$ cat src/rtl/pdf_pkg.sv
// Shared types, constants and reset values for the filtered-derivative position PID.
`default_nettype none

package pdf_pkg;

   // Fixed-point format of the three gains.
   localparam int GAIN_FRAC_BITS = 12;
   localparam logic signed [31:0] TRUNC_BIAS = (32'sd1 <<< GAIN_FRAC_BITS) - 32'sd1;

   // Serial multiplier geometry: radix-4 digits taken from an 18-bit multiplier.
   localparam int MAC_W      = 64;
   localparam int MPL_W      = 18;
   localparam int DIGIT_W    = 2;
   localparam int MAC_DIGITS = MPL_W / DIGIT_W;
   localparam int MAC_CNT_W  = $clog2(MAC_DIGITS + 1);

   // Register file geometry.
   localparam int CSR_IDX_W  = 3;
   localparam int CSR_DATA_W = 32;

   // Register reset values.
   localparam logic signed [31:0] RST_TARGET = 32'sd250;
   localparam logic [15:0]        RST_KP     = 16'd1556;
   localparam logic [15:0]        RST_KI     = 16'd1638;
   localparam logic [15:0]        RST_KD     = 16'd717;
   localparam logic [15:0]        RST_ALPHA  = 16'd58982;
   localparam logic [9:0]         RST_TPS    = 10'd40;
   localparam logic [14:0]        RST_LIMIT  = 15'd300;

   typedef enum logic [CSR_IDX_W-1:0] {
      REG_TARGET = 3'd0,
      REG_KP     = 3'd1,
      REG_KI     = 3'd2,
      REG_KD     = 3'd3,
      REG_ALPHA  = 3'd4,
      REG_TPS    = 3'd5,
      REG_LIMIT  = 3'd6
   } csr_reg_type;

   typedef struct packed {
      logic signed [31:0] target;
      logic [15:0]        kp;
      logic [15:0]        ki;
      logic [15:0]        kd;
      logic [15:0]        alpha;
      logic [9:0]         tps;
      logic [14:0]        limit;
   } cfg_type;

   typedef struct packed {
      logic                    start;
      logic                    clear;
      logic signed [MAC_W-1:0] mcand;
      logic [MPL_W-1:0]        mplier;
   } mac_cmd_type;

   typedef struct packed {
      logic                    busy;
      logic signed [MAC_W-1:0] acc;
   } mac_stat_type;

   typedef enum logic [3:0] {
      ST_IDLE,
      ST_POS,
      ST_ERR,
      ST_SUM,
      ST_DG_GO,
      ST_DG_RUN,
      ST_MA_GO,
      ST_MA_RUN,
      ST_MB_GO,
      ST_MB_RUN,
      ST_KP_GO,
      ST_KP_RUN,
      ST_KI_GO,
      ST_KI_RUN,
      ST_CLAMP,
      ST_OUT
   } state_type;

endpackage

`default_nettype wire

$ cat src/rtl/pdf_csr.sv
// Configuration register file: gains, filter weight, prescaler and output limit.
`default_nettype none

module pdf_csr (
   input  logic                             clock,
   input  logic                             reset,
   input  logic                             csr_valid,
   output logic                             csr_ready,
   input  logic [pdf_pkg::CSR_IDX_W-1:0]    csr_index,
   input  logic [pdf_pkg::CSR_DATA_W-1:0]   csr_data,
   output pdf_pkg::cfg_type                 cfg
);
   import pdf_pkg::*;

   cfg_type cfg_ff;
   cfg_type cfg_in;

   // Writes are always taken; an index beyond the list is dropped.
   assign csr_ready = 1'b1;
   assign cfg       = cfg_ff;

   always_comb begin
      cfg_in = cfg_ff;
      if (csr_valid) begin
         case (csr_reg_type'(csr_index))
            REG_TARGET: cfg_in.target = signed'(csr_data[31:0]);
            REG_KP:     cfg_in.kp     = csr_data[15:0];
            REG_KI:     cfg_in.ki     = csr_data[15:0];
            REG_KD:     cfg_in.kd     = csr_data[15:0];
            REG_ALPHA:  cfg_in.alpha  = csr_data[15:0];
            REG_TPS:    cfg_in.tps    = csr_data[9:0];
            REG_LIMIT:  cfg_in.limit  = csr_data[14:0];
            default:    cfg_in = cfg_ff;
         endcase
      end
   end

   always_ff @(posedge clock) begin
      if (reset) begin
         cfg_ff.target <= RST_TARGET;
         cfg_ff.kp     <= RST_KP;
         cfg_ff.ki     <= RST_KI;
         cfg_ff.kd     <= RST_KD;
         cfg_ff.alpha  <= RST_ALPHA;
         cfg_ff.tps    <= RST_TPS;
         cfg_ff.limit  <= RST_LIMIT;
      end else begin
         cfg_ff <= cfg_in;
      end
   end

endmodule

`default_nettype wire

$ cat src/rtl/pdf_mac.sv
// Digit-serial multiply-accumulate unit, one radix-4 multiplier digit per cycle.
`default_nettype none

module pdf_mac (
   input  logic                  clock,
   input  logic                  reset,
   input  pdf_pkg::mac_cmd_type  mac_cmd,
   output pdf_pkg::mac_stat_type mac_stat
);
   import pdf_pkg::*;

   logic signed [MAC_W-1:0] mcand_ff, mcand_in;
   logic signed [MAC_W-1:0] mcand3_ff, mcand3_in;
   logic [MPL_W-1:0]        mplier_ff, mplier_in;
   logic signed [MAC_W-1:0] acc_ff, acc_in;
   logic [MAC_CNT_W-1:0]    count_ff, count_in;
   logic                    busy_ff, busy_in;
   logic signed [MAC_W-1:0] addend;

   assign mac_stat.busy = busy_ff;
   assign mac_stat.acc  = acc_ff;

   // Pick the multiple of the multiplicand that the low digit asks for.
   always_comb begin
      case (mplier_ff[DIGIT_W-1:0])
         2'd0:    addend = '0;
         2'd1:    addend = mcand_ff;
         2'd2:    addend = mcand_ff <<< 1;
         2'd3:    addend = mcand3_ff;
         default: addend = '0;
      endcase
   end

   // A start loads the operands and the triple; each busy cycle adds one digit's
   // partial product and moves the operands on by one digit.
   always_comb begin
      mcand_in  = mcand_ff;
      mcand3_in = mcand3_ff;
      mplier_in = mplier_ff;
      acc_in    = acc_ff;
      count_in  = count_ff;
      busy_in   = busy_ff;
      if (mac_cmd.start) begin
         mcand_in  = mac_cmd.mcand;
         mcand3_in = mac_cmd.mcand + (mac_cmd.mcand <<< 1);
         mplier_in = mac_cmd.mplier;
         if (mac_cmd.clear) begin
            acc_in = '0;
         end
         count_in = MAC_CNT_W'(MAC_DIGITS);
         busy_in  = 1'b1;
      end else if (busy_ff) begin
         acc_in    = acc_ff + addend;
         mcand_in  = mcand_ff <<< DIGIT_W;
         mcand3_in = mcand3_ff <<< DIGIT_W;
         mplier_in = mplier_ff >> DIGIT_W;
         count_in  = count_ff - MAC_CNT_W'(1);
         busy_in   = (count_ff != MAC_CNT_W'(1));
      end
   end

   always_ff @(posedge clock) begin
      if (reset) begin
         busy_ff  <= 1'b0;
         count_ff <= '0;
      end else begin
         busy_ff  <= busy_in;
         count_ff <= count_in;
      end
   end

   always_ff @(posedge clock) begin
      mcand_ff  <= mcand_in;
      mcand3_ff <= mcand3_in;
      mplier_ff <= mplier_in;
      acc_ff    <= acc_in;
   end

endmodule

`default_nettype wire

$ cat src/rtl/position_pid_filtered_derivative.sv
// Top level: tick prescaler, PID state, control sequencer and result register.
// A tick that does not update only advances the prescaler and gives no beat; an update tick
// gives its rsp beat at the end of its sequence, and no new tick is taken until then.
// The sequence is five products on the shared radix-4 serial multiplier, each a load,
// nine digits and a hand-over, plus five single-state steps; rsp stalls hold it in ST_OUT.
// Synchronous active-high reset clears the control and controller state registers, no beat pends.
`default_nettype none

module position_pid_filtered_derivative (
   input  logic        clock,
   input  logic        reset,
   // req_tdata: [15:0] encoder_delta
   input  logic        req_tvalid,
   output logic        req_tready,
   input  logic [15:0] req_tdata,
   // rsp_tdata: [15:0] motor_drive, [47:16] position_now
   output logic        rsp_tvalid,
   input  logic        rsp_tready,
   output logic [47:0] rsp_tdata,
   input  logic        csr_valid,
   output logic        csr_ready,
   input  logic [2:0]  csr_index,
   input  logic [31:0] csr_data
);
   import pdf_pkg::*;

   cfg_type      cfg;
   mac_cmd_type  mac_cmd;
   mac_stat_type mac_stat;

   state_type state_ff, state_in;

   logic [9:0]         tick_ff, tick_in;
   logic signed [31:0] position_ff, position_in;
   logic signed [31:0] prev_ff, prev_in;
   logic signed [39:0] sum_ff, sum_in;
   logic signed [47:0] deriv_ff, deriv_in;
   logic signed [15:0] delta_ff, delta_in;
   logic signed [31:0] err_ff, err_in;
   logic signed [32:0] diff_ff, diff_in;
   logic signed [47:0] t_ff, t_in;
   logic signed [63:0] u_ff, u_in;
   logic signed [31:0] clamp_ff, clamp_in;
   logic               rsp_valid_ff, rsp_valid_in;
   logic signed [15:0] rsp_drive_ff, rsp_drive_in;
   logic signed [31:0] rsp_pos_ff, rsp_pos_in;

   logic [10:0]        tick_next;
   logic [16:0]        alpha_inv;
   logic signed [63:0] lim_pos, lim_neg;
   logic signed [63:0] rounded;
   logic signed [31:0] trunc_adj, trunc_res, drive_neg;

   function automatic logic signed [31:0] sat32(input logic signed [32:0] v);
      if (v[32] != v[31]) begin
         return v[32] ? 32'sh8000_0000 : 32'sh7fff_ffff;
      end
      return v[31:0];
   endfunction

   function automatic logic signed [39:0] sat40(input logic signed [40:0] v);
      if (v[40] != v[39]) begin
         return v[40] ? 40'sh80_0000_0000 : 40'sh7f_ffff_ffff;
      end
      return v[39:0];
   endfunction

   function automatic logic signed [47:0] sat48(input logic signed [63:0] v);
      if (!(&v[63:47]) && (|v[63:47])) begin
         return v[63] ? 48'sh8000_0000_0000 : 48'sh7fff_ffff_ffff;
      end
      return v[47:0];
   endfunction

   pdf_csr u_csr (
      .clock     (clock),
      .reset     (reset),
      .csr_valid (csr_valid),
      .csr_ready (csr_ready),
      .csr_index (csr_index),
      .csr_data  (csr_data),
      .cfg       (cfg)
   );

   pdf_mac u_mac (
      .clock    (clock),
      .reset    (reset),
      .mac_cmd  (mac_cmd),
      .mac_stat (mac_stat)
   );

   // Port side.
   assign req_tready = (state_ff == ST_IDLE);
   assign rsp_tvalid = rsp_valid_ff;
   assign rsp_tdata  = {rsp_pos_ff, rsp_drive_ff};

   // Helpers for the sequencer.
   assign tick_next = 11'(tick_ff) + 11'd1;
   assign alpha_inv = 17'h1_0000 - 17'(cfg.alpha);
   assign lim_pos   = signed'(64'(cfg.limit) << GAIN_FRAC_BITS);
   assign lim_neg   = -lim_pos;
   assign rounded   = mac_stat.acc + 64'sd32768;
   assign trunc_adj = clamp_ff[31] ? (clamp_ff + TRUNC_BIAS) : clamp_ff;
   assign trunc_res = trunc_adj >>> GAIN_FRAC_BITS;
   assign drive_neg = 32'sd0 - trunc_res;

   // Sequencer: next state, state updates and multiplier commands.
   always_comb begin
      state_in     = state_ff;
      tick_in      = tick_ff;
      position_in  = position_ff;
      prev_in      = prev_ff;
      sum_in       = sum_ff;
      deriv_in     = deriv_ff;
      delta_in     = delta_ff;
      err_in       = err_ff;
      diff_in      = diff_ff;
      t_in         = t_ff;
      u_in         = u_ff;
      clamp_in     = clamp_ff;
      rsp_valid_in = rsp_valid_ff;
      rsp_drive_in = rsp_drive_ff;
      rsp_pos_in   = rsp_pos_ff;

      mac_cmd.start  = 1'b0;
      mac_cmd.clear  = 1'b1;
      mac_cmd.mcand  = '0;
      mac_cmd.mplier = '0;

      // The result register empties as soon as its beat is taken.
      if (rsp_valid_ff && rsp_tready) begin
         rsp_valid_in = 1'b0;
      end

      case (state_ff)
         ST_IDLE: begin
            if (req_tvalid) begin
               if (tick_next < 11'(cfg.tps)) begin
                  tick_in = tick_next[9:0];
               end else begin
                  tick_in  = '0;
                  delta_in = signed'(req_tdata);
                  state_in = ST_POS;
               end
            end
         end
         ST_POS: begin
            position_in = sat32(33'(position_ff) + 33'(delta_ff));
            state_in    = ST_ERR;
         end
         ST_ERR: begin
            err_in   = sat32(33'(cfg.target) - 33'(position_ff));
            state_in = ST_SUM;
         end
         ST_SUM: begin
            if (cfg.ki == 16'd0) begin
               sum_in = '0;
            end else begin
               sum_in = sat40(41'(sum_ff) + 41'(err_ff));
            end
            diff_in  = 33'(err_ff) - 33'(prev_ff);
            prev_in  = err_ff;
            state_in = ST_DG_GO;
         end
         // Raw derivative: Kd times the error step.
         ST_DG_GO: begin
            mac_cmd.start  = 1'b1;
            mac_cmd.mcand  = 64'(diff_ff);
            mac_cmd.mplier = MPL_W'(cfg.kd);
            state_in       = ST_DG_RUN;
         end
         ST_DG_RUN: begin
            if (!mac_stat.busy) begin
               t_in     = sat48(mac_stat.acc);
               state_in = ST_MA_GO;
            end
         end
         // Filter: new sample weighted by one minus alpha ...
         ST_MA_GO: begin
            mac_cmd.start  = 1'b1;
            mac_cmd.mcand  = 64'(t_ff);
            mac_cmd.mplier = MPL_W'(alpha_inv);
            state_in       = ST_MA_RUN;
         end
         ST_MA_RUN: begin
            if (!mac_stat.busy) begin
               state_in = ST_MB_GO;
            end
         end
         // ... plus the previous output weighted by alpha, then rounded.
         ST_MB_GO: begin
            mac_cmd.start  = 1'b1;
            mac_cmd.clear  = 1'b0;
            mac_cmd.mcand  = 64'(deriv_ff);
            mac_cmd.mplier = MPL_W'(cfg.alpha);
            state_in       = ST_MB_RUN;
         end
         ST_MB_RUN: begin
            if (!mac_stat.busy) begin
               deriv_in = rounded[63:16];
               state_in = ST_KP_GO;
            end
         end
         // Proportional and integral terms share one accumulation.
         ST_KP_GO: begin
            mac_cmd.start  = 1'b1;
            mac_cmd.mcand  = 64'(err_ff);
            mac_cmd.mplier = MPL_W'(cfg.kp);
            state_in       = ST_KP_RUN;
         end
         ST_KP_RUN: begin
            if (!mac_stat.busy) begin
               state_in = ST_KI_GO;
            end
         end
         ST_KI_GO: begin
            mac_cmd.start  = 1'b1;
            mac_cmd.clear  = 1'b0;
            mac_cmd.mcand  = 64'(sum_ff);
            mac_cmd.mplier = MPL_W'(cfg.ki);
            state_in       = ST_KI_RUN;
         end
         ST_KI_RUN: begin
            if (!mac_stat.busy) begin
               u_in     = mac_stat.acc + 64'(deriv_ff);
               state_in = ST_CLAMP;
            end
         end
         ST_CLAMP: begin
            if (u_ff > lim_pos) begin
               clamp_in = lim_pos[31:0];
            end else if (u_ff < lim_neg) begin
               clamp_in = lim_neg[31:0];
            end else begin
               clamp_in = u_ff[31:0];
            end
            state_in = ST_OUT;
         end
         // Hold here until the result register has room.
         ST_OUT: begin
            if (!rsp_valid_ff || rsp_tready) begin
               rsp_valid_in = 1'b1;
               rsp_drive_in = drive_neg[15:0];
               rsp_pos_in   = position_ff;
               state_in     = ST_IDLE;
            end
         end
         default: begin
            state_in = ST_IDLE;
         end
      endcase
   end

   // Control and controller state.
   always_ff @(posedge clock) begin
      if (reset) begin
         state_ff     <= ST_IDLE;
         tick_ff      <= '0;
         position_ff  <= '0;
         prev_ff      <= '0;
         sum_ff       <= '0;
         deriv_ff     <= '0;
         rsp_valid_ff <= 1'b0;
      end else begin
         state_ff     <= state_in;
         tick_ff      <= tick_in;
         position_ff  <= position_in;
         prev_ff      <= prev_in;
         sum_ff       <= sum_in;
         deriv_ff     <= deriv_in;
         rsp_valid_ff <= rsp_valid_in;
      end
   end

   // Working and payload registers.
   always_ff @(posedge clock) begin
      delta_ff     <= delta_in;
      err_ff       <= err_in;
      diff_ff      <= diff_in;
      t_ff         <= t_in;
      u_ff         <= u_in;
      clamp_ff     <= clamp_in;
      rsp_drive_ff <= rsp_drive_in;
      rsp_pos_ff   <= rsp_pos_in;
   end

endmodule

`default_nettype wire

$ cat config.mk
export PLATFORM = sky130hd
export DESIGN_NAME = position_pid_filtered_derivative
export DESIGN_NICKNAME = d
export VERILOG_FILES = /design/src/rtl/pdf_pkg.sv /design/src/rtl/pdf_csr.sv /design/src/rtl/pdf_mac.sv /design/src/rtl/position_pid_filtered_derivative.sv
export SDC_FILE = /design/constraint.sdc
export NUM_CORES = 2
export LEC_CHECK = 0
export ABC_CLOCK_PERIOD_IN_PS = 15700
export BUFFER_PORTS_ARGS = -buffer_cell sky130_fd_sc_hd__buf_2
export CAP_MARGIN = 40
export CORE_MARGIN = 2
export CORE_UTILIZATION = 50
export DETAILED_ROUTE_END_ITERATION = 6
export PLACE_DENSITY = 0.66
export SKIP_LAST_GASP = 1
export SYNTH_ARGS = -nofsm -noshare
export SYNTH_HDL_FRONTEND = slang
export SYNTH_SLANG_ARGS = --single-unit
$ cat constraint.sdc
create_clock -name clock -period 15.7 [get_ports clock]
set_clock_uncertainty 0.15 [all_clocks]
set_input_delay 3.14 -clock clock [delete_from_list [all_inputs] [get_ports clock]]
set_output_delay 3.14 -clock clock [all_outputs]
set_load 0.05 [all_outputs]
==> run_results.csv <==
group,metric,value,unit
hold_path,min_from,"u_csr.cfg[15]",
worst_setup_path,reg2reg_from,"u_mac.mplier_ff[1]",
yosys,async_reset_ff_share,0,%
layout,final_cells,7154,
global_route,grt_pass1_wl,230000,um
yosys,synth.area.top_cells,"edfxtp_1, dfxtp_1, ha_1",
sta,rsz0062_at_grt,"no",
sta,report.final.slew_viol_count,0,
hold_path,hold_path.class,"reg -> reg",
layout,diodes,0,
yosys,postSynthCellCount,5730,
floorplan,fp-row-count,118,
floorplan,die_area,106000,um^2
floorplan,dieWidth,326,um
placement,dp_cells,6990,
routing,drc,0,
clocking,cts_hold_buffers,0,
sta,min_period,6.53,ns
routing,first_pass_iters,7,
yosys,synth_xor_area_share,6.21,%
clocking,postCtsSetupRepairBufs,0,
worst_setup_path,endpoint_kind,"flop",
routing,via_count,43000,
placement,dp_slack,9.22,ns
outcome,status,"completed",
placement,port_buffers,105,
sta,worst_pin_slew,1.08,ns
yosys,synth.distinct_cells,124,
global_route,grt_max_degree,96,
yosys,synthAdderAreaFrac,9.70,%
sta,setup_viol,0,
yosys,synth.avg_cell_area,9.04,um^2
power_and_ir_drop,power.total,6.02,mW
yosys,synthMuxAreaShare,2.20,%
routing,drt-initial-drc-count,3733,
worst_setup_path,critPathLaunch,"u_mac.mplier_ff[1]",
hold_path,min_delay_path_depth,2,
worst_setup_path,required,15.94,ns
yosys,synth_edf_count,478,
global_route,grt_pass1_vias,40400,
yosys,synth_compound_area_share,22.1,%
clocking,cts.sinks,771,
global_route,track_usage,27.0,%
yosys,ys_warn_count,0,
sta,final_hold_viol_count,0,
yosys,synth_top_family_by_area,"compound AO/OA/AOI/OAI gates",
layout,fillCellCount,9359,
floorplan,die_h,326,um
yosys,yosys.area.top_type,"edfxtp_1",
worst_setup_path,start_kind,"flop",
yosys,ys_ff_latch,771,
placement,dp_hpwl,109000,um
floorplan,core,103000,um^2
floorplan,io_pins,107,
sta,relSlewSlack,28.1,%
floorplan,start_util,50.2,%
layout,drive_above_1_share,8.35,%
clocking,path_clk_slew,0.06,ns
power_and_ir_drop,power.leakage,22.9,nW
placement,place_congestion,0.971,
routing,ant_nets,0,
yosys,synth_area,51800,um^2
worst_setup_path,crit_type,"reg -> reg",
worst_setup_path,crit_fanout,64,
clocking,cts_buffers,88,
yosys,synth_simple_gate_area_share,16.8,%
clocking,ctsRootBufferMaster,"clkbuf_16",
clocking,cts-resized-gates,0,
worst_setup_path,cp.arrival,6.77,ns
layout,syn_to_final_growth,9.04,%
clocking,clk_path_buf_depth,3,
routing,wl_per_cell,20.6,um
sta,setup_tns,0,ns
yosys,synth-seq-area-share,39.0,%
routing,wl,148000,um
clocking,clkLatencyLatePin,0.68,ns
clocking,h-tree-depth,3,
yosys,yosysTopAreaCellShare,27.7,%
worst_setup_path,ff2ff_path_depth,19,
sta,period_share,41.6,%
clocking,cts_tree,"yes",
power_and_ir_drop,ir_drop,0.000158,V
global_route,grt_overflow_total,0,
yosys,synth_nets,6156,
layout,final_nets,6126,
sta,fmax,0.153,GHz
global_route,antenna_found_initial,0,
yosys,synthFlopType,"edfxtp_1",
flow_run,cap_violations,0,
sta,setup_ws,9.17,ns
routing,via_per_inst,6.01,
power_and_ir_drop,powerDensity,107,nW/um^2
[placed cells by master, fill, tap and decap left out, drive strengths merged, types with 19 or more instances in the layout]
master  synthesis  routed
or2            19      19
clkinv          1      25
and2           28      28
a21boi         27      27
ha            363     363
o31ai          37      37
nor4           45      45
xnor2         237     237
dfxtp         293     293
o211ai         22      22
mux2i          27      27
and3           65      65
maj3           34      34
o21a           45      45
o21bai         37      37
nand4          68      68
nand3          96      96
a211oi         89      89
nand2         787     787
edfxtp        478     478
nand2b         54      54
a31oi          44      44
a21o          292     292
a21oi         500     500
nor2b          72      72
a221o          22      22
o21ai         309     309
inv           211     218
a22o           79      79
nor2          390     390
buf            62     174
nor3           78      78
xor2          130     130
a22oi          45      45
clkbuf        233     128
mux2           77      77
nand3b         59      59
or3            38      38
[synthesized netlist by cell type, drive strengths merged, types with 38 or more instances]
| master | instances |
|---|---|
| nand3 | 96 |
| nor4 | 45 |
| xnor2 | 237 |
| a22o | 79 |
| nor2b | 72 |
| a21oi | 500 |
| mux2 | 77 |
| o21a | 45 |
| nand2b | 54 |
| a31oi | 44 |
| buf | 62 |
| nand3b | 59 |
| inv | 211 |
| nor3 | 78 |
| a22oi | 45 |
| edfxtp | 478 |
| nand2 | 787 |
| and3 | 65 |
| o21ai | 309 |
| clkbuf | 233 |
| or3 | 38 |
| xor2 | 130 |
| nor2 | 390 |
| a21o | 292 |
| a211oi | 89 |
| nand4 | 68 |
| dfxtp | 293 |
| ha | 363 |
[state kept, by name, indices dropped and copies added (netlist names), 33 cells and up]
name,flops
u_csr.cfg,121
u_ff,64
u_mac.acc_ff,64
u_mac.mcand_ff,64
u_mac.mcand3_ff,63
deriv_ff,48
t_ff,48
sum_ff,40
diff_ff,33
[where the power goes]
group	switching, mW	total [mW]	internal [mW]
clock network	0.882	2.07	1.19
logic	0.901	1.52	0.615
registers	0.118	2.43	2.31
total	1.90	6.02	4.12
[path summary, 6_finish.rpt]
path                 endpoint  slack [ns]
max reg2reg  u_mac.acc_ff[58]        9.17
min             u_csr.cfg[15]        0.30
min reg2reg     u_csr.cfg[15]        0.30
max          u_mac.acc_ff[58]        9.17
[cell type report]
type / instances / area (um^2) / area share [%]
multi-input combinational: 4452 / 29700 / 52.6
sequential: 771 / 20200 / 35.8
clock buffer: 127 / 2600 / 4.60
tap: 1380 / 1730 / 3.06
timing repair buffer: 175 / 1150 / 2.04
inverter: 212 / 796 / 1.41
clock inverter: 37 / 298 / 0.527
[stage by stage]
step / utilization [%] / hold slack [ns] / instance area [um^2]
after global placement: 51.7 / 0.292 / 53400
after detailed placement: 51.9 / 0.297 / 53600
final: 54.7 / 0.303 / 56500
after floorplan: - / 0.283 / 51800
after CTS: 54.7 / 0.305 / 56500
after global routing: 54.7 / 0.320 / 56500
[metal layers]
| layer | vias up | track usage, % | routed length [um] | part of all wire [%] |
|---|---|---|---|---|
| li1 | 20900 | - | - | - |
| met1 | 20500 | 38.1 | 66400 | 45 |
| met2 | 1377 | 43.7 | 67500 | 46 |
| met3 | 206 | 3.63 | 10000 | 6.8 |
| met4 | 0 | 7.11 | 3660 | 2.5 |
| met5 | - | 0 | 0 | 0 |
[kinds of logic (layout without fill, tap and decap cells)]
| logic type | after synthesis | after routing |
|---|---|---|
| AND/OR/NAND/NOR | 1853 | 1853 |
| AO/OA/AOI/OAI | 1723 | 1723 |
| flip-flops | 771 | 771 |
| buffers and inverters | 507 | 551 |
| adder cells (fa/ha/maj) | 404 | 404 |
| XOR/XNOR | 367 | 367 |
| multiplexers | 104 | 104 |
| other | 1 | 1 |
[critical path, cell delays in order (launching register included)]
cell	delay [ns]
edfxtp_1	0.32
buf_4	0.62
nor2b_4	0.28
buf_4	0.52
a22oi_1	0.27
fa_1	0.48
nor2b_1	0.18
o21ai_0	0.12
a21boi_0	0.29
o21a_1	0.19
o21ai_0	0.12
a21oi_1	0.26
o2111ai_1	0.29
nand2_1	0.23
a21oi_1	0.17
o21ai_0	0.62
a41oi_1	0.40
o41ai_1	0.51
xnor2_1	0.16
nor2_1	0.05
No activity file was read; power rests on OpenSTA's default activity.
